[config.mk]
export PLATFORM = sky130hd
export DESIGN_NAME = bmw_queue
export DESIGN_NICKNAME = d
export VERILOG_FILES = /design/src/design/bmw_pkg.sv /design/src/design/bmw_queue.sv
export SDC_FILE = /design/constraint.sdc
export NUM_CORES = 1
export LEC_CHECK = 0
export BUFFER_PORTS_ARGS = -buffer_cell sky130_fd_sc_hd__buf_2
export CORE_MARGIN = 2
export CORE_UTILIZATION = 38
export DETAILED_ROUTE_END_ITERATION = 16
export GPL_TIMING_DRIVEN = 0
export PLACE_DENSITY = 0.66
export SLEW_MARGIN = 20
export SYNTH_ARGS = -nofsm -noshare
export SYNTH_HDL_FRONTEND = slang
export SYNTH_SLANG_ARGS = --single-unit
[constraint.sdc]
create_clock -name clk -period 1.86 [get_ports clk]
set_clock_uncertainty 0.1 [all_clocks]
set_input_delay 0.279 -clock clk [delete_from_list [all_inputs] [get_ports clk]]
set_output_delay 0.279 -clock clk [all_outputs]
set_load 0.02 [all_outputs]
[src/design/bmw_pkg.sv]
package bmw_pkg;

  // Geometry of the 7x7 kernel and window.
  localparam int KSTRIDE     = 7;
  localparam int WINDOW_BITS = KSTRIDE * KSTRIDE;

  // Defaults for the top-level parameters.
  localparam int DEFAULT_MAX_RADIUS = 3;
  localparam int DEFAULT_MAX_WIDTH  = 1024;

  // Configuration port.
  localparam int CFG_INDEX_BITS = 3;
  localparam int CFG_DATA_BITS  = WINDOW_BITS;

  localparam logic [CFG_INDEX_BITS-1:0] CFG_MODE   = 3'd0;
  localparam logic [CFG_INDEX_BITS-1:0] CFG_RADIUS = 3'd1;
  localparam logic [CFG_INDEX_BITS-1:0] CFG_KERNEL = 3'd2;
  localparam logic [CFG_INDEX_BITS-1:0] CFG_WIDTH  = 3'd3;
  localparam logic [CFG_INDEX_BITS-1:0] CFG_HEIGHT = 3'd4;

  // Register field widths.
  localparam int MODE_BITS   = 2;
  localparam int RADIUS_BITS = 2;
  localparam int WIDTH_BITS  = 11;
  localparam int HEIGHT_BITS = 13;
  localparam int ROW_BITS    = 12;

  localparam int HEIGHT_LIMIT = 4096;

  // Operating modes.
  localparam logic [MODE_BITS-1:0] MODE_BORDER   = 2'd0;
  localparam logic [MODE_BITS-1:0] MODE_EXPAND   = 2'd1;
  localparam logic [MODE_BITS-1:0] MODE_CONTRACT = 2'd2;

  // Reset values of the registers.
  localparam logic [MODE_BITS-1:0]   RESET_MODE   = MODE_EXPAND;
  localparam logic [RADIUS_BITS-1:0] RESET_RADIUS = 2'd1;
  localparam logic [WINDOW_BITS-1:0] RESET_KERNEL = '1;
  localparam logic [WIDTH_BITS-1:0]  RESET_WIDTH  = 11'd1024;
  localparam logic [HEIGHT_BITS-1:0] RESET_HEIGHT = 13'd1024;

  // Neighbour counting.
  localparam int COUNT_BITS  = 3;
  localparam int SUM_BITS    = 6;
  localparam int QUEUE_DEPTH = 4;

  typedef struct packed {
    logic [MODE_BITS-1:0]   mode;
    logic [RADIUS_BITS-1:0] radius;
    logic [WINDOW_BITS-1:0] kernel_mask;
    logic [WIDTH_BITS-1:0]  frame_width;
    logic [HEIGHT_BITS-1:0] frame_height;
  } cfg_t;

  // Radius saturated to what the line store can hold.
  function automatic logic [RADIUS_BITS-1:0] eff_radius(logic [RADIUS_BITS-1:0] radius,
                                                        int max_radius);
    logic [RADIUS_BITS-1:0] limit;
    limit = RADIUS_BITS'(max_radius);
    return (radius > limit) ? limit : radius;
  endfunction

  // Kernel remapped into window coordinates: bit 7c+k is column age c, row age k.
  // Cells outside the window side and the centre cell are cleared.
  function automatic logic [WINDOW_BITS-1:0] window_mask(logic [WINDOW_BITS-1:0] kernel,
                                                         logic [RADIUS_BITS-1:0] r);
    logic [WINDOW_BITS-1:0] m;
    int span;
    int rc;
    m    = '0;
    span = 2 * int'(r);
    rc   = int'(r);
    for (int c = 0; c < KSTRIDE; c++) begin
      for (int k = 0; k < KSTRIDE; k++) begin
        if (c <= span && k <= span && !(c == rc && k == rc)) begin
          m[c*KSTRIDE + k] = kernel[(span - k)*KSTRIDE + (span - c)];
        end
      end
    end
    return m;
  endfunction

  function automatic logic [COUNT_BITS-1:0] popcount7(logic [KSTRIDE-1:0] bits);
    logic [COUNT_BITS-1:0] n;
    n = '0;
    for (int i = 0; i < KSTRIDE; i++) begin
      n = n + COUNT_BITS'(bits[i]);
    end
    return n;
  endfunction

endpackage

[src/design/bmw_queue.sv]
module bmw_queue #(
  parameter int DATA_W = 13
) (
  input  logic              clk,
  input  logic              rst,
  input  logic              push,
  input  logic [DATA_W-1:0] wdata,
  input  logic              pop,
  output logic [DATA_W-1:0] rdata,
  output logic              full,
  output logic              empty
);

  localparam int DEPTH = bmw_pkg::QUEUE_DEPTH;
  localparam int PTR_W = $clog2(DEPTH);
  localparam int CNT_W = $clog2(DEPTH + 1);

  logic [DATA_W-1:0] slots [DEPTH];
  logic [PTR_W-1:0]  wr_ptr;
  logic [PTR_W-1:0]  rd_ptr;
  logic [CNT_W-1:0]  fill;

  assign full  = (fill == CNT_W'(DEPTH));
  assign empty = (fill == '0);
  assign rdata = slots[rd_ptr];

  always_ff @(posedge clk) begin
    if (push) begin
      slots[wr_ptr] <= wdata;
    end
  end

  always_ff @(posedge clk) begin
    if (rst) begin
      wr_ptr <= '0;
      rd_ptr <= '0;
      fill   <= '0;
    end else begin
      if (push) begin
        wr_ptr <= (wr_ptr == PTR_W'(DEPTH - 1)) ? '0 : wr_ptr + 1'b1;
      end
      if (pop) begin
        rd_ptr <= (rd_ptr == PTR_W'(DEPTH - 1)) ? '0 : rd_ptr + 1'b1;
      end
      if (push && !pop) begin
        fill <= fill + 1'b1;
      end else if (pop && !push) begin
        fill <= fill - 1'b1;
      end
    end
  end

endmodule

==> results of run 1 <==
[power breakdown]
part           internal (W)  leakage [nW]  switching [W]  total [W]
registers           0.00156         0.553      0.0000384    0.00160
clock network      0.000733         0.103       0.000457    0.00119
logic              0.000195         0.392       0.000197   0.000392
total               0.00249          1.05       0.000692    0.00318
[flip-flops by register name, indices dropped and copies added, names as in the netlist, named ones only]
signal  cells
fill        3
slots      52
wr_ptr      2
rd_ptr      2
[placed cells by master, fill, tap and decap left out, types with 4 or more instances in the layout]
cell      netlist  final
buf_6           1     12
ha_1            6      6
mux4_2         10     12
nor2_1          7      7
clkbuf_8        0      9
inv_1           4      4
and2_1          4      4
dfxtp_1         9      8
edfxtp_1       52     52
clkinv_1        0      4
buf_2           1     19
mux2i_1         4      4
[routing by layer]
layer | GRT usage [%] | share of wire (%)
met5 | 0 | 0
met1 | 13.2 | 39
met2 | 23.4 | 54
met3 | 5.76 | 5.5
met4 | 5.50 | 1.3
[worst paths after layout]
kind	from	to	depth (start not counted)
setup / recovery	flip-flop	rdata[8]	3
hold / removal	wdata[10]	slots[0][10]	1
setup reg to reg	wr_ptr[0]	slots[0][7]	3
hold reg to reg	fill[2]	fill[2]	2
[repair_timing]
item                       in CTS  in global routing
resized for setup              32                  0
gates cloned                    1                  0
setup endpoints to repair      13                 13
buffers inserted                1                  0
[per-stage QoR]
stage / instance area, µm² / total power (W) / utilization (%) / cells
floorplan: 2320 / 0.00183 / - / 111
global placement: 2570 / 0.00193 / 43.4 / 217
detailed placement: 2570 / 0.00196 / 43.4 / 217
CTS: 2890 / 0.00322 / 48.9 / 235
global route: 2890 / 0.00332 / 48.9 / 235
finish: 2890 / 0.00318 / 48.9 / 235
[cells by family (layout without fill, tap and decap cells)]
group / Yosys count / count (layout) / share of synthesized area [%]
xor gates and xnor gates: 2 / 2 / 0.754
and+or+nand+nor: 15 / 15 / 3.34
DFF: 61 / 61 / 75.0
muxes: 17 / 17 / 14.8
buffers and inverters: 6 / 55 / 1.35
adders and majority gates: 7 / 7 / 4.09
AOI/OAI and AO/OA: 3 / 3 / 0.646
[cell type report]
type	count	area, µm²	area share (%)
Sequential cell	61	1750	60.3
Timing Repair Buffer	33	265	9.17
Inverter	4	15.0	0.519
Clock buffer	9	124	4.28
Multi-Input combinational cell	44	542	18.7
Buffer	2	27.5	0.952
Tap cell	75	93.8	3.24
Clock inverter	7	80.1	2.77
[critical path, stage by stage, from the launching register on]
cell and delay, ps:
dfxtp_4 410, buf_12 140, mux4_2 520, buf_6 150
==> metrics.txt, run 1 <==
most common cell in the netlist edfxtp_1; CP endpoint kind primary output; worst slew pin tran 685 ps; Post-CTS Hold Buffers 0; status finished with violations; HP Class in2reg; final WL 3830 µm; pins over their slew limit 0; Syn Std Cell Area 2320 µm²; WL/cell 16.3 µm; critical path startpoint category flip-flop; ANT cells 0; fmax 522 MHz; largest net degree at the start of global routing 14; Post-synth EDFFs 52; drt first pass iters 4; Synth Flop Type edfxtp_1; top cells by area, synth edfxtp_1, mux4_2, dfxtp_1, mux4_1, ha_1; unique cell type count in the Yosys netlist 18; Synth Area per Inst 20.9 µm²; fin crit period 1920 ps; Ys Warns 0; sequential area share after synthesis 75.0%; Fillers 522; post-route ant nets 0; drt first-iter violations 26; clock tree sinks 61; MaxCap Viol Count 0; clk_lat worst skew 330 ps; initial antenna violation count 0; number of global-route vias before repair 1259; worst setup margin -57.0 ps; critical path required time 1480 ps; post-synth net total 135; Rows 28; All-Layer GR Usage 13.1%; peak supply drop 0.582 mV; DP Wirelength 2550 µm; P per Cell Area 1100 nW/µm²; Die Ht 82.2 µm; register-to-register setup slack 210 ps; Post-synth ARST share 0%; layout cell share with drive strength beyond 1 37.5%; crit-path max FO 5; setup TNS -516 ps; Die Wd 82.2 µm; Nets 179; initial core utilization 39.2%; count of final hold-check violations 0; top cells by count, synth edfxtp_1, mux4_2, dfxtp_1, nor2_1, ha_1; failing checks setup timing; IO buf count 31; post-synthesis register bit count 61; Final Cycle Share 103%; WHS 64.9 ps; area share of the largest cell type after synthesis 67.2%; Layout area overhead 24.6%; pre-CTS setup slack -33.2 ps; IO Count 32; WP data arrival 1540 ps; vias 1132; Clock Path Buffers 2; Root Driver clkbuf_8; first-pass GRT wire length 6000 µm; RSZ-0062 raised after global routing yes; Core ar. 5920 µm²; gpl congestion 0.709; DRC viols 0; clock-pin slew on the worst setup and hold paths 60 ps; via/cell ratio 4.82; Max-slew headroom 54.3%; Inserted Clock Buffers 9; CTS tree built; kind of critical path reg2out; Pleak 1.05 nW; Synth area leader edfxtp_1; grt total ovfl 0; Die Footprint 6750 µm²; endpoints failing setup 13; Cells after Synth 111; H-tree depth 3
Power figures use the tool's default switching activity.
==> inputs of run 2 (changes only) <==
--- a/config.mk
+++ b/config.mk
@@ -5,12 +5,14 @@
 export SDC_FILE = /design/constraint.sdc
 export NUM_CORES = 1
 export LEC_CHECK = 0
+export ABC_AREA = 1
 export BUFFER_PORTS_ARGS = -buffer_cell sky130_fd_sc_hd__buf_2
 export CORE_MARGIN = 2
 export CORE_UTILIZATION = 38
 export DETAILED_ROUTE_END_ITERATION = 16
 export GPL_TIMING_DRIVEN = 0
-export PLACE_DENSITY = 0.66
+export PLACE_DENSITY = 0.65
+export SKIP_CTS_REPAIR_TIMING = 1
 export SLEW_MARGIN = 20
 export SYNTH_ARGS = -nofsm -noshare
 export SYNTH_HDL_FRONTEND = slang
==> run 2 against run 1 <==
Effect of this change: setup slack better by 100 ps; sequential power about the same; synthesized cell count up 67%; routed wire length up 21%; register-to-register slack better by 70 ps; design area rose by 2.0%; via count increased by 33%; the flow now finishes without violations; sequential share of layout area fell by 1.2 points; combinational power is 10% higher; worst hold slack lost 7.3 ps; critical path depth is 3 higher; largest cell class unchanged; die area rose by 4.6%.
==> metrics.txt, run 2 <==
Die Footprint 7060 µm² (+4.6%); Post-synth ARST share 0% (unchanged); sequential area share after synthesis 71.6% (-3.4 points); count of final hold-check violations 0 (unchanged); post-synthesis register bit count 61 (unchanged); R2R depth 3 (unchanged); P per Cell Area 1040 nW/µm² (-5.8%); Inserted Clock Buffers 9 (unchanged); Core ar. 6280 µm² (+6.0%); Final Cycle Share 97.7% (-5.4 points); simple-gate portion of the synthesized area 8.07% (+4.7 points); Adder-Cell Fraction of Synth Area 3.91% (-0.19 points); Layout area overhead 21.2%; IO Count 32 (unchanged); WHS 57.6 ps (-7.26 ps); most common cell in the netlist edfxtp_1; critical path required time 1480 ps (about the same); final WL 4610 µm (+21%); endpoints failing setup 0 (-13); WL/cell 14.9 µm (-8.3%); gpl congestion 0.766 (+8.1%); Synth Flop Type edfxtp_1; WP data arrival 1440 ps (-100 ps); Worst path max stage delay 330 ps (-190 ps); status completed; Die Wd 84.0 µm (+2.3%); DP Wirelength 2790 µm (+9.4%); Worst path slowest cell dfxtp_2; DRC viols 0 (unchanged); Ys Warns 0 (unchanged); commonest non-fill, non-tap cell in the layout edfxtp_1; CTS tree built; Core Util, Final 47.0% (-1.9 points); area share of the largest cell type after synthesis 64.2% (-3.1 points); peak supply drop 0.594 mV (+2.1%); worst setup path end rdata[2]; Synth area leader edfxtp_1; Nets 253 (+41%); FF-to-FF End slots[3][11]; crit-path max FO 10 (+5); worst setup margin 43.6 ps (+101 ps); Clock Path Buffers 2 (unchanged); via/cell ratio 4.87 (+1.0%); top cells by area, synth edfxtp_1, dfxtp_1, nor2_1, o21ai_0, o22ai_1; crit path cell chain buf_8, inv_8, buf_12, o21ai_1, o22ai_1, buf_4; kind of critical path reg2out; All-Layer GR Usage 13.8% (+0.71 points); Rows 29 (+3.6%); H-tree depth 3 (unchanged); max reg flops 52 (unchanged); initial antenna violation count 0 (unchanged); xor/xnor share of the synthesized area 0.360% (-0.39 points); register-to-register setup slack 280 ps (+70 ps); MaxCap Viol Count 0 (unchanged); CP endpoint kind primary output; initial core utilization 38.8% (-0.45 points); pins over their slew limit 0 (unchanged); Multi-input gate area 568 µm² (+4.8%); drt first-iter violations 52 (+100%); Fillers 575 (+10%); HP Class in2reg; Max-slew headroom 58.0% (+3.7 points); number of global-route vias before repair 1477 (+17%); layout cell share with drive strength beyond 1 26.7% (-11 points); worst slew pin tran 629 ps (-56.6 ps); post-synth net total 209 (+55%); ANT cells 0 (unchanged); most flop-heavy register slots; RSZ-0062 raised after global routing yes; IO buf count 31 (unchanged); largest net degree at the start of global routing 14 (unchanged); Post-synth EDFFs 52 (unchanged); most frequent cells in the layout edfxtp_1, nor2_1, buf_2; Cells after Synth 185 (+67%); first-pass GRT wire length 7220 µm (+20%); Root Driver clkbuf_8; Die Ht 84.0 µm (+2.3%); Synth Area per Inst 13.2 µm² (-37%); Syn Std Cell Area 2430 µm² (+4.8%); Pleak 1.14 nW (+9.3%); Reg area 1740 µm² (about the same); fmax 551 MHz (+5.5%); multiplexer area fraction after synthesis 0% (-15 points); clock tree sinks 61 (unchanged); clk_lat worst skew 320 ps (about the same); clock-pin slew on the worst setup and hold paths 60 ps (about the same); unique cell type count in the Yosys netlist 24 (+6); Compound-Gate Fraction of Synth Area 10.1% (+9.4 points); R2R Path Start wr_ptr[0]; fin crit period 1820 ps (-101 ps); vias 1504 (+33%); largest family of logic cells by synthesized area compound AO/OA/AOI/OAI gates; pre-CTS setup slack 210 ps (+243 ps); drt first pass iters 4 (unchanged); grt total ovfl 0 (unchanged); top cells by count, synth edfxtp_1, nor2_1, o21ai_0, inv_1, o22ai_1; post-route ant nets 0 (unchanged); top flop regs slots: 52 flops, fill: 3 flops; critical path startpoint category flip-flop
[run 2: cell types whose count changed after synthesis, moves of 4 or more]
cell     previous run  this run
and2_1              4         0
inv_1               4        14
mux2i_1             4         0
mux4_2             10         0
nand2_1             0         8
nor2_1              7        31
o21ai_0             1        22
o21ai_1             0         6
o22ai_1             0        13
[run 2: critical path, delay by kind of cell, from the launching register on]
| kind | cells | cell delay (ps) |
|---|---|---|
| buffers and inverters | 4 | 540 |
| flip-flops | 1 | 330 |
| AO/OA/AOI/OAI | 2 | 240 |
[run 2: cell type report]
cell class / count / area share [%]
well taps: 77 / 3.27
multi-input cells: 101 / 19.3
repair buffers: 33 / 7.08
clock buffers: 10 / 4.33
inverters: 16 / 2.29
flip-flops and latches: 61 / 59.1
plain buffers: 7 / 3.27
clock inverters: 4 / 1.40
[run 2: metal layers]
metal  routed length [µm]  track usage, %
met4                   33            5.28
met1                 2010            16.7
met2                 2240            22.2
met5                    0               0
met3                  326            5.54
[run 2: worst min path at each step]
stage / from / depth (start not counted) / end / slack, ps
finish: rst / 2 / wr_ptr[0] / 60
global route: wdata[4] / 1 / slots[1][4] / 50
CTS: rst / 2 / wr_ptr[0] / 40
detailed placement: rst / 2 / wr_ptr[0] / 400
global placement: rst / 2 / fill[0] / 390
floorplan: rst / 1 / fill[0] / 250
[run 2: cell families (layout without fill, tap and decap cells)]
family                     count (synthesis)  in the layout
and+or+nand+nor                           48             48
adders and majority gates                  7              7
DFF                                       61             61
xor gates and xnor gates                   1              1
AOI/OAI and AO/OA                         45             45
buffers and inverters                     23             70
[run 2: power breakdown]
part | switching [W] | internal [W]
clock | 0.000444 | 0.000590
combinational | 0.000261 | 0.000172
sequential | 0.0000299 | 0.00156
total | 0.000735 | 0.00232
[run 2: stage by stage]
| step | TNS (ps) | total power, W | instances | area, µm² |
|---|---|---|---|---|
| floorplan | 0 | 0.00187 | 185 | 2430 |
| global placement | 0 | 0.00200 | 293 | 2690 |
| detailed placement | 0 | 0.00201 | 293 | 2690 |
| CTS | -31.7 | 0.00304 | 307 | 2850 |
| global route | -4.27 | 0.00319 | 309 | 2950 |
| finish | 0 | 0.00305 | 309 | 2950 |
