`config.mk`:
```
export PLATFORM = sky130hd
export DESIGN_NAME = bmw_front_flat
export DESIGN_NICKNAME = d
export VERILOG_FILES = /design/src/design/bmw_pkg.sv /design/src/design/bmw_if.sv /design/src/design/bmw_front.sv /design/src/flat_wrapper.sv
export SDC_FILE = /design/constraint.sdc
export NUM_CORES = 1
export LEC_CHECK = 0
export ABC_CLOCK_PERIOD_IN_PS = 8100
export BUFFER_PORTS_ARGS = -buffer_cell sky130_fd_sc_hd__buf_4
export CAP_MARGIN = 20
export CORE_MARGIN = 4
export CORE_UTILIZATION = 30
export DETAILED_ROUTE_END_ITERATION = 12
export PLACE_DENSITY = 0.63
export SYNTH_ARGS = -nofsm -noshare
export SYNTH_HDL_FRONTEND = slang
export SYNTH_SLANG_ARGS = --single-unit
export TNS_END_PERCENT = 50
```
`constraint.sdc`:
```
create_clock -name clk -period 8.1 [get_ports clk]
set_input_delay 1.215 -clock clk [delete_from_list [all_inputs] [get_ports clk]]
set_output_delay 1.215 -clock clk [all_outputs]
set_load 0.05 [all_outputs]
```
`src/design/bmw_pkg.sv`:
```
package bmw_pkg;

  // Geometry of the 7x7 kernel and window.
  localparam int KSTRIDE     = 7;
  localparam int WINDOW_BITS = KSTRIDE * KSTRIDE;

  // Defaults for the top-level parameters.
  localparam int DEFAULT_MAX_RADIUS = 3;
  localparam int DEFAULT_MAX_WIDTH  = 1024;

  // Configuration port.
  localparam int CFG_INDEX_BITS = 3;
  localparam int CFG_DATA_BITS  = WINDOW_BITS;

  localparam logic [CFG_INDEX_BITS-1:0] CFG_MODE   = 3'd0;
  localparam logic [CFG_INDEX_BITS-1:0] CFG_RADIUS = 3'd1;
  localparam logic [CFG_INDEX_BITS-1:0] CFG_KERNEL = 3'd2;
  localparam logic [CFG_INDEX_BITS-1:0] CFG_WIDTH  = 3'd3;
  localparam logic [CFG_INDEX_BITS-1:0] CFG_HEIGHT = 3'd4;

  // Register field widths.
  localparam int MODE_BITS   = 2;
  localparam int RADIUS_BITS = 2;
  localparam int WIDTH_BITS  = 11;
  localparam int HEIGHT_BITS = 13;
  localparam int ROW_BITS    = 12;

  localparam int HEIGHT_LIMIT = 4096;

  // Operating modes.
  localparam logic [MODE_BITS-1:0] MODE_BORDER   = 2'd0;
  localparam logic [MODE_BITS-1:0] MODE_EXPAND   = 2'd1;
  localparam logic [MODE_BITS-1:0] MODE_CONTRACT = 2'd2;

  // Reset values of the registers.
  localparam logic [MODE_BITS-1:0]   RESET_MODE   = MODE_EXPAND;
  localparam logic [RADIUS_BITS-1:0] RESET_RADIUS = 2'd1;
  localparam logic [WINDOW_BITS-1:0] RESET_KERNEL = '1;
  localparam logic [WIDTH_BITS-1:0]  RESET_WIDTH  = 11'd1024;
  localparam logic [HEIGHT_BITS-1:0] RESET_HEIGHT = 13'd1024;

  // Neighbour counting.
  localparam int COUNT_BITS  = 3;
  localparam int SUM_BITS    = 6;
  localparam int QUEUE_DEPTH = 4;

  typedef struct packed {
    logic [MODE_BITS-1:0]   mode;
    logic [RADIUS_BITS-1:0] radius;
    logic [WINDOW_BITS-1:0] kernel_mask;
    logic [WIDTH_BITS-1:0]  frame_width;
    logic [HEIGHT_BITS-1:0] frame_height;
  } cfg_t;

  // Radius saturated to what the line store can hold.
  function automatic logic [RADIUS_BITS-1:0] eff_radius(logic [RADIUS_BITS-1:0] radius,
                                                        int max_radius);
    logic [RADIUS_BITS-1:0] limit;
    limit = RADIUS_BITS'(max_radius);
    return (radius > limit) ? limit : radius;
  endfunction

  // Kernel remapped into window coordinates: bit 7c+k is column age c, row age k.
  // Cells outside the window side and the centre cell are cleared.
  function automatic logic [WINDOW_BITS-1:0] window_mask(logic [WINDOW_BITS-1:0] kernel,
                                                         logic [RADIUS_BITS-1:0] r);
    logic [WINDOW_BITS-1:0] m;
    int span;
    int rc;
    m    = '0;
    span = 2 * int'(r);
    rc   = int'(r);
    for (int c = 0; c < KSTRIDE; c++) begin
      for (int k = 0; k < KSTRIDE; k++) begin
        if (c <= span && k <= span && !(c == rc && k == rc)) begin
          m[c*KSTRIDE + k] = kernel[(span - k)*KSTRIDE + (span - c)];
        end
      end
    end
    return m;
  endfunction

  function automatic logic [COUNT_BITS-1:0] popcount7(logic [KSTRIDE-1:0] bits);
    logic [COUNT_BITS-1:0] n;
    n = '0;
    for (int i = 0; i < KSTRIDE; i++) begin
      n = n + COUNT_BITS'(bits[i]);
    end
    return n;
  endfunction

endpackage

```
`src/design/bmw_if.sv`:
```
interface bmw_pixel_if;
  logic valid;
  logic ready;
  logic pixel_in;

  modport source (output valid, output pixel_in, input ready);
  modport sink (input valid, input pixel_in, output ready);
endinterface


```
`src/design/bmw_front.sv`:
```
module bmw_front #(
  parameter int MAX_RADIUS = bmw_pkg::DEFAULT_MAX_RADIUS,
  parameter int MAX_WIDTH  = bmw_pkg::DEFAULT_MAX_WIDTH
) (
  input  logic                            clk,
  input  logic                            rst,
  bmw_pixel_if.sink                       pix,
  input  bmw_pkg::cfg_t                   regs,
  input  logic                            clearing,
  input  logic                            q_full,
  output logic                            q_push,
  output logic [$clog2(MAX_WIDTH)+2:0]    q_item
);

  localparam int CW  = $clog2(MAX_WIDTH);
  localparam int WW  = $clog2(MAX_WIDTH + 1);
  localparam int CMP = (WW > bmw_pkg::WIDTH_BITS) ? WW : bmw_pkg::WIDTH_BITS;
  localparam int HB  = bmw_pkg::HEIGHT_BITS;
  localparam int RB  = bmw_pkg::ROW_BITS;

  logic [CW-1:0] column_count;
  logic [RB-1:0] row_count;
  logic [CW-1:0] column_count_next;
  logic [RB-1:0] row_count_next;

  logic [CMP-1:0] w_ext;
  logic [WW-1:0]  w;
  logic [HB-1:0]  h;
  logic [WW-1:0]  col_a;
  logic [WW-1:0]  col_n;
  logic [HB-1:0]  row_a;
  logic [HB-1:0]  row_n;
  logic [bmw_pkg::RADIUS_BITS:0] span;
  logic           emit;
  logic           last;
  logic           accept;

  assign pix.ready = !q_full && !clearing;
  assign accept    = pix.valid && pix.ready;
  assign q_push    = accept;
  assign span = {bmw_pkg::eff_radius(regs.radius, MAX_RADIUS), 1'b0};

  always_comb begin
    // Effective frame size: zero reads as one, then saturate.
    w_ext = CMP'(regs.frame_width);
    if (w_ext == '0) begin
      w_ext = CMP'(1);
    end else if (w_ext > CMP'(MAX_WIDTH)) begin
      w_ext = CMP'(MAX_WIDTH);
    end
    w = w_ext[WW-1:0];

    h = regs.frame_height;
    if (h == '0) begin
      h = HB'(1);
    end else if (h > HB'(bmw_pkg::HEIGHT_LIMIT)) begin
      h = HB'(bmw_pkg::HEIGHT_LIMIT);
    end

    // Counters may sit past a bound that was lowered since the last pixel.
    col_a = WW'(column_count);
    row_a = HB'(row_count);
    if (col_a >= w) begin
      col_a = '0;
      row_a = row_a + 1'b1;
    end
    if (row_a >= h) begin
      row_a = '0;
    end

    col_n = col_a + 1'b1;
    row_n = row_a;
    if (col_n >= w) begin
      col_n = '0;
      row_n = row_a + 1'b1;
      if (row_n >= h) begin
        row_n = '0;
      end
    end
    column_count_next = col_n[CW-1:0];
    row_count_next    = row_n[RB-1:0];

    emit = (col_a >= WW'(span)) && (row_a >= HB'(span));
    last = (col_a + 1'b1 == w) && (row_a + 1'b1 == h);
  end

  assign q_item = {pix.pixel_in, emit, last, col_a[CW-1:0]};

  always_ff @(posedge clk) begin
    if (rst) begin
      column_count <= '0;
      row_count    <= '0;
    end else if (accept) begin
      column_count <= column_count_next;
      row_count    <= row_count_next;
    end
  end

endmodule

```
`src/flat_wrapper.sv`:
```
// flat-port wrapper written by rule: the top's interface ports become plain ports
module bmw_front_flat 
#(
  parameter int MAX_RADIUS = bmw_pkg::DEFAULT_MAX_RADIUS,
  parameter int MAX_WIDTH  = bmw_pkg::DEFAULT_MAX_WIDTH
)
  (clk, rst, regs, clearing, q_full, q_push, q_item, pix_valid, pix_pixel_in, pix_ready);
  bmw_pixel_if pix_i ();
  input  logic clk;
  input  logic rst;
  input  bmw_pkg::cfg_t regs;
  input  logic clearing;
  input  logic q_full;
  output logic q_push;
  output logic [$clog2(MAX_WIDTH)+2:0] q_item;
  input wire logic [$bits(pix_i.valid)-1:0] pix_valid;
  input wire logic [$bits(pix_i.pixel_in)-1:0] pix_pixel_in;
  output wire logic [$bits(pix_i.ready)-1:0] pix_ready;
  assign pix_i.valid = pix_valid;
  assign pix_i.pixel_in = pix_pixel_in;
  assign pix_ready = pix_i.ready;
  bmw_front #(.MAX_RADIUS(MAX_RADIUS), .MAX_WIDTH(MAX_WIDTH)) u_core (.clk(clk), .rst(rst), .pix(pix_i), .regs(regs), .clearing(clearing), .q_full(q_full), .q_push(q_push), .q_item(q_item));
endmodule
```
==> results.sh <==
export IMPL_status="complete, no violations"
export IMPL_final_period_minus_worst_setup_slack_ns=7.85
export IMPL_path_delay_family="simple AND/OR/NAND/NOR gates"
export IMPL_synth_edff_count=0
export IMPL_multi_input_area_sq_mm=0.00276
export IMPL_clk_root_buffer_cell="sky130_fd_sc_hd__clkbuf_8"
export IMPL_n_antenna_cell=0
export IMPL_syn_mean_instance_area_sq_um=7.38
export IMPL_cts_sinks=22
export IMPL_worst_ir_drop_vdd_uv=49.3
export IMPL_global_route_wire_length_before_repair_mm=16.3
export IMPL_postSynthCellCount=438
export IMPL_timing_critical_path_slowest_cell_delay_ns=0.53
export IMPL_p_seq_frac=0.336
export IMPL_hold_buf_cts=0
export IMPL_power_share_of_the_combinational_group=0.356
export IMPL_wl_per_cell_microns=15.5
export IMPL_grt_use_met2=0.263
export IMPL_globalRoute_totalOverflow=0
export IMPL_dominantRegCellSynth="sky130_fd_sc_hd__dfxtp_1"
export IMPL_setup_viol_count_final=0
export IMPL_hold_path_end="u_core.row_count[6]"
export IMPL_gr_usage_met1=0.209
export IMPL_worstRegToRegCells=29
export IMPL_worstPathArrival_ns=6.64
export IMPL_coreArea_sq_mm=0.0104
export IMPL_routed_via_density=5.45
export IMPL_clk_path_buf_depth=2
export IMPL_max_clock_freq_mhz=127
export IMPL_clock_skew_final_ns=0.00663
export IMPL_floorplan_rows=37
export IMPL_io_pins=98
export IMPL_cell_internal_pwr_uw=230
export IMPL_die_area_sq_mm=0.0125
export IMPL_worstPathBufferInverterCount=3
export IMPL_gr_usage_all_layers=0.155
export IMPL_initial_utilization=0.310
export IMPL_die_span_in_x_microns=112
export IMPL_preCtsSetupSlack_ns=-0.0807
export IMPL_clock_tree_htree_level_count=1
export IMPL_yosys_top_cells_area="sky130_fd_sc_hd__ha_1 (21%), sky130_fd_sc_hd__dfxtp_1 (14%), sky130_fd_sc_hd__nand2_1 (6.2%)"
export IMPL_hold_path_class="flop to flop"
export IMPL_finalCritPeriodShare=0.970
export IMPL_die_height_microns=112
export IMPL_synth_ff_latch_count=22
export IMPL_clk_insertion_delay_late_ns=0.27
export IMPL_max_slew_worst_pin_slew_ns=0.866
export IMPL_number_of_filler_instances_in_the_final_layout=1057
export IMPL_register_area_sq_um=440
export IMPL_synth_top_area_share=0.209
export IMPL_async_flop_share=0
export IMPL_global_route_met3_utilization=0.0266
export IMPL_hp_start="u_core.row_count[6]"
export IMPL_required_time_at_the_worst_slack_endpoint_ns=6.88
export IMPL_power_static_leakage_uw=0.00196
export IMPL_portBuffers=44
export IMPL_number_of_violations_reported_at_the_end_of_detailed_routing_iteration_0=199
export IMPL_gp_routability_congestion=0.937
export IMPL_synth_seq_area_share=0.136
export IMPL_whs_path_depth=2
export IMPL_detail_route_wirelength_mm=10.0
export IMPL_power_density_mw_per_mm2=80.8
export IMPL_final_cell_area_sq_mm=0.00421
export IMPL_finalWorstSetupSlack_ns=0.246
export IMPL_crit_path_top_delay_cell="sky130_fd_sc_hd__or4_1"
export IMPL_hold_violations_final=0
export IMPL_max_slew_margin=0.422
export IMPL_drc_viols=0
export IMPL_clkSlewWorstSetupHoldPaths_ns=0.09
export IMPL_net_switching_power_uw=110
export IMPL_mappedNetlistArea_sq_mm=0.00323
export IMPL_synth_area_leader_cell="sky130_fd_sc_hd__ha_1"
export IMPL_cts_buffers=3
export IMPL_first_global_vias=3365
export IMPL_timing_max_cap_violations=0
export IMPL_worst_setup_path_start_kind="primary input"
export IMPL_area_growth_from_synthesis_to_layout_pct=30.1
export IMPL_final_hold_worst_slack_ns=0.531
export IMPL_synthesis_yosys_warnings=0
export IMPL_reg2reg_from="u_core.column_count[0]"
export IMPL_final_max_slew_viol_count=0
export IMPL_clockPowerShare=0.307
export IMPL_hpwl_mm=7.97
export IMPL_synth_nets=575
export IMPL_r2r_end="u_core.row_count[11]"
export IMPL_cp_end_kind="output port"
export IMPL_critPathMaxFanout=5
export IMPL_ys_types=66
export IMPL_via_count=3511
export IMPL_initial_antenna_violation_count=0
export IMPL_detailed_place_area_sq_mm=0.00391
export IMPL_grt_start_max_net_pins=24
export IMPL_top_usage_layer="met2"
export IMPL_path_class="primary input to output port"
export IMPL_final_nets=646
export IMPL_drt_pre_antenna_iters=5
export IMPL_swShare=0.322
export IMPL_worst_reg_to_reg_setup_slack_ns=1.79
export IMPL_drive_above_1_share=0.268
export IMPL_tns_ns=0
export IMPL_clock_tree_from_tritoncts="built"
export IMPL_ant_nets=0
## tightest hold or removal path, delay by kind of cell, from the launching register on
kind            cells  cell delay, ns
compound gates      1            0.06
flops               1            0.35
simple gates        1            0.08
## area by class of cell
class                   count  area share
multi-input cells         372       0.657
clock buffers               3     0.00982
well taps                 136      0.0405
inverters                  21      0.0187
flip-flops and latches     22       0.105
clock inverters             1     0.00714
repair buffers             89       0.162
## cells in the mapped netlist, types with 2 or more instances
master / count
sky130_fd_sc_hd__ha_1: 54
sky130_fd_sc_hd__nand2_1: 53
sky130_fd_sc_hd__nor2_1: 37
sky130_fd_sc_hd__a21oi_1: 30
sky130_fd_sc_hd__nand3_1: 24
sky130_fd_sc_hd__dfxtp_1: 22
sky130_fd_sc_hd__inv_1: 19
sky130_fd_sc_hd__and3_1: 14
sky130_fd_sc_hd__nor3_1: 14
sky130_fd_sc_hd__clkbuf_1: 13
sky130_fd_sc_hd__o21ai_0: 13
sky130_fd_sc_hd__xor2_1: 13
sky130_fd_sc_hd__xnor2_1: 11
sky130_fd_sc_hd__a21o_1: 7
sky130_fd_sc_hd__a31oi_1: 7
sky130_fd_sc_hd__nand4_1: 7
sky130_fd_sc_hd__and2_1: 6
sky130_fd_sc_hd__nor4_1: 6
sky130_fd_sc_hd__a211oi_1: 5
sky130_fd_sc_hd__a22oi_1: 5
sky130_fd_sc_hd__o211ai_1: 5
sky130_fd_sc_hd__o21a_1: 5
sky130_fd_sc_hd__buf_2: 4
sky130_fd_sc_hd__buf_4: 4
sky130_fd_sc_hd__a221oi_1: 3
sky130_fd_sc_hd__nor2b_1: 3
sky130_fd_sc_hd__o21ai_1: 3
sky130_fd_sc_hd__o41ai_1: 3
sky130_fd_sc_hd__a211oi_2: 2
sky130_fd_sc_hd__a21oi_2: 2
sky130_fd_sc_hd__a311oi_1: 2
sky130_fd_sc_hd__buf_1: 2
sky130_fd_sc_hd__inv_2: 2
sky130_fd_sc_hd__nand2b_1: 2
sky130_fd_sc_hd__nand4b_1: 2
sky130_fd_sc_hd__or2_1: 2
sky130_fd_sc_hd__or4_1: 2
sky130_fd_sc_hd__xor2_2: 2
## state kept, by name, summed over array words and instances (netlist names)
signal	flops
u_core.row_count	12
u_core.column_count	10
## placed cells by master (no fill, tap or decap), types with 7 or more instances in the layout
master                    Yosys  layout
sky130_fd_sc_hd__a21o_1       7       7
sky130_fd_sc_hd__a21oi_1     30      27
sky130_fd_sc_hd__a31oi_1      7       7
sky130_fd_sc_hd__and3_1      14      14
sky130_fd_sc_hd__buf_4        4      85
sky130_fd_sc_hd__dfxtp_1     22      22
sky130_fd_sc_hd__ha_1        54      50
sky130_fd_sc_hd__inv_1       19      19
sky130_fd_sc_hd__nand2_1     53      51
sky130_fd_sc_hd__nand3_1     24      23
sky130_fd_sc_hd__nand4_1      7       7
sky130_fd_sc_hd__nor2_1      37      35
sky130_fd_sc_hd__nor3_1      14      12
sky130_fd_sc_hd__o21ai_0     13      13
sky130_fd_sc_hd__xnor2_1     11      10
sky130_fd_sc_hd__xor2_1      13      13
## logic make-up (layout without fill, tap and decap cells)
group           Yosys count  count (layout)  synth area share
compound gates          104             104             0.223
xor+xnor                 26              26            0.0751
fa+ha+maj                54              54             0.209
buf+inv                  44             114            0.0573
flops                    22              22             0.136
mux                       1               1           0.00310
simple gates            187             187             0.296
## stage by stage
| stage | cells | power, uW | util |
|---|---|---|---|
| after global routing | 644 | 360 | 0.404 |
| after CTS | 638 | 333 | 0.385 |
| after detailed placement | 633 | 227 | 0.376 |
| final | 644 | 340 | 0.404 |
| after floorplan | 438 | 187 | - |
| after global placement | 633 | 225 | 0.376 |
## routing by layer
layer  vias up  part of all wire
met1      1678              0.45
met5         -                 0
met2        82              0.50
met3        11             0.041
met4         0             0.010
li1       1740                 -
## worst max-delay path by stage
stage | startpoint | to | slack [ns] | depth (start not counted)
final | regs[21] | q_item[10] | 0.25 | 29
after global routing | regs[21] | q_item[10] | -0.08 | 30
after floorplan | regs[23] | q_item[10] | 0.32 | 30
after CTS | regs[20] | q_item[10] | 0.008 | 29
after global placement | regs[20] | q_item[10] | -0.14 | 29
after detailed placement | regs[20] | q_item[10] | -0.08 | 29
## what timing repair did
| item | CTS | global route |
|---|---|---|
| setup buffers | 1 | 6 |
| gates resized for setup | 3 | 29 |
| pin swaps | 2 | 28 |
| setup endpoints to repair | 1 | 1 |
## power by group through the flow
stage	Sequential, uW	Combinational [uW]	Clock (uW)
after floorplan	115	72.2	0
after global placement	117	108	0
after detailed placement	117	111	0
after CTS	114	112	107
after global routing	115	135	111
final	114	121	104
Note: power is estimated with default switching activity, not from simulation.
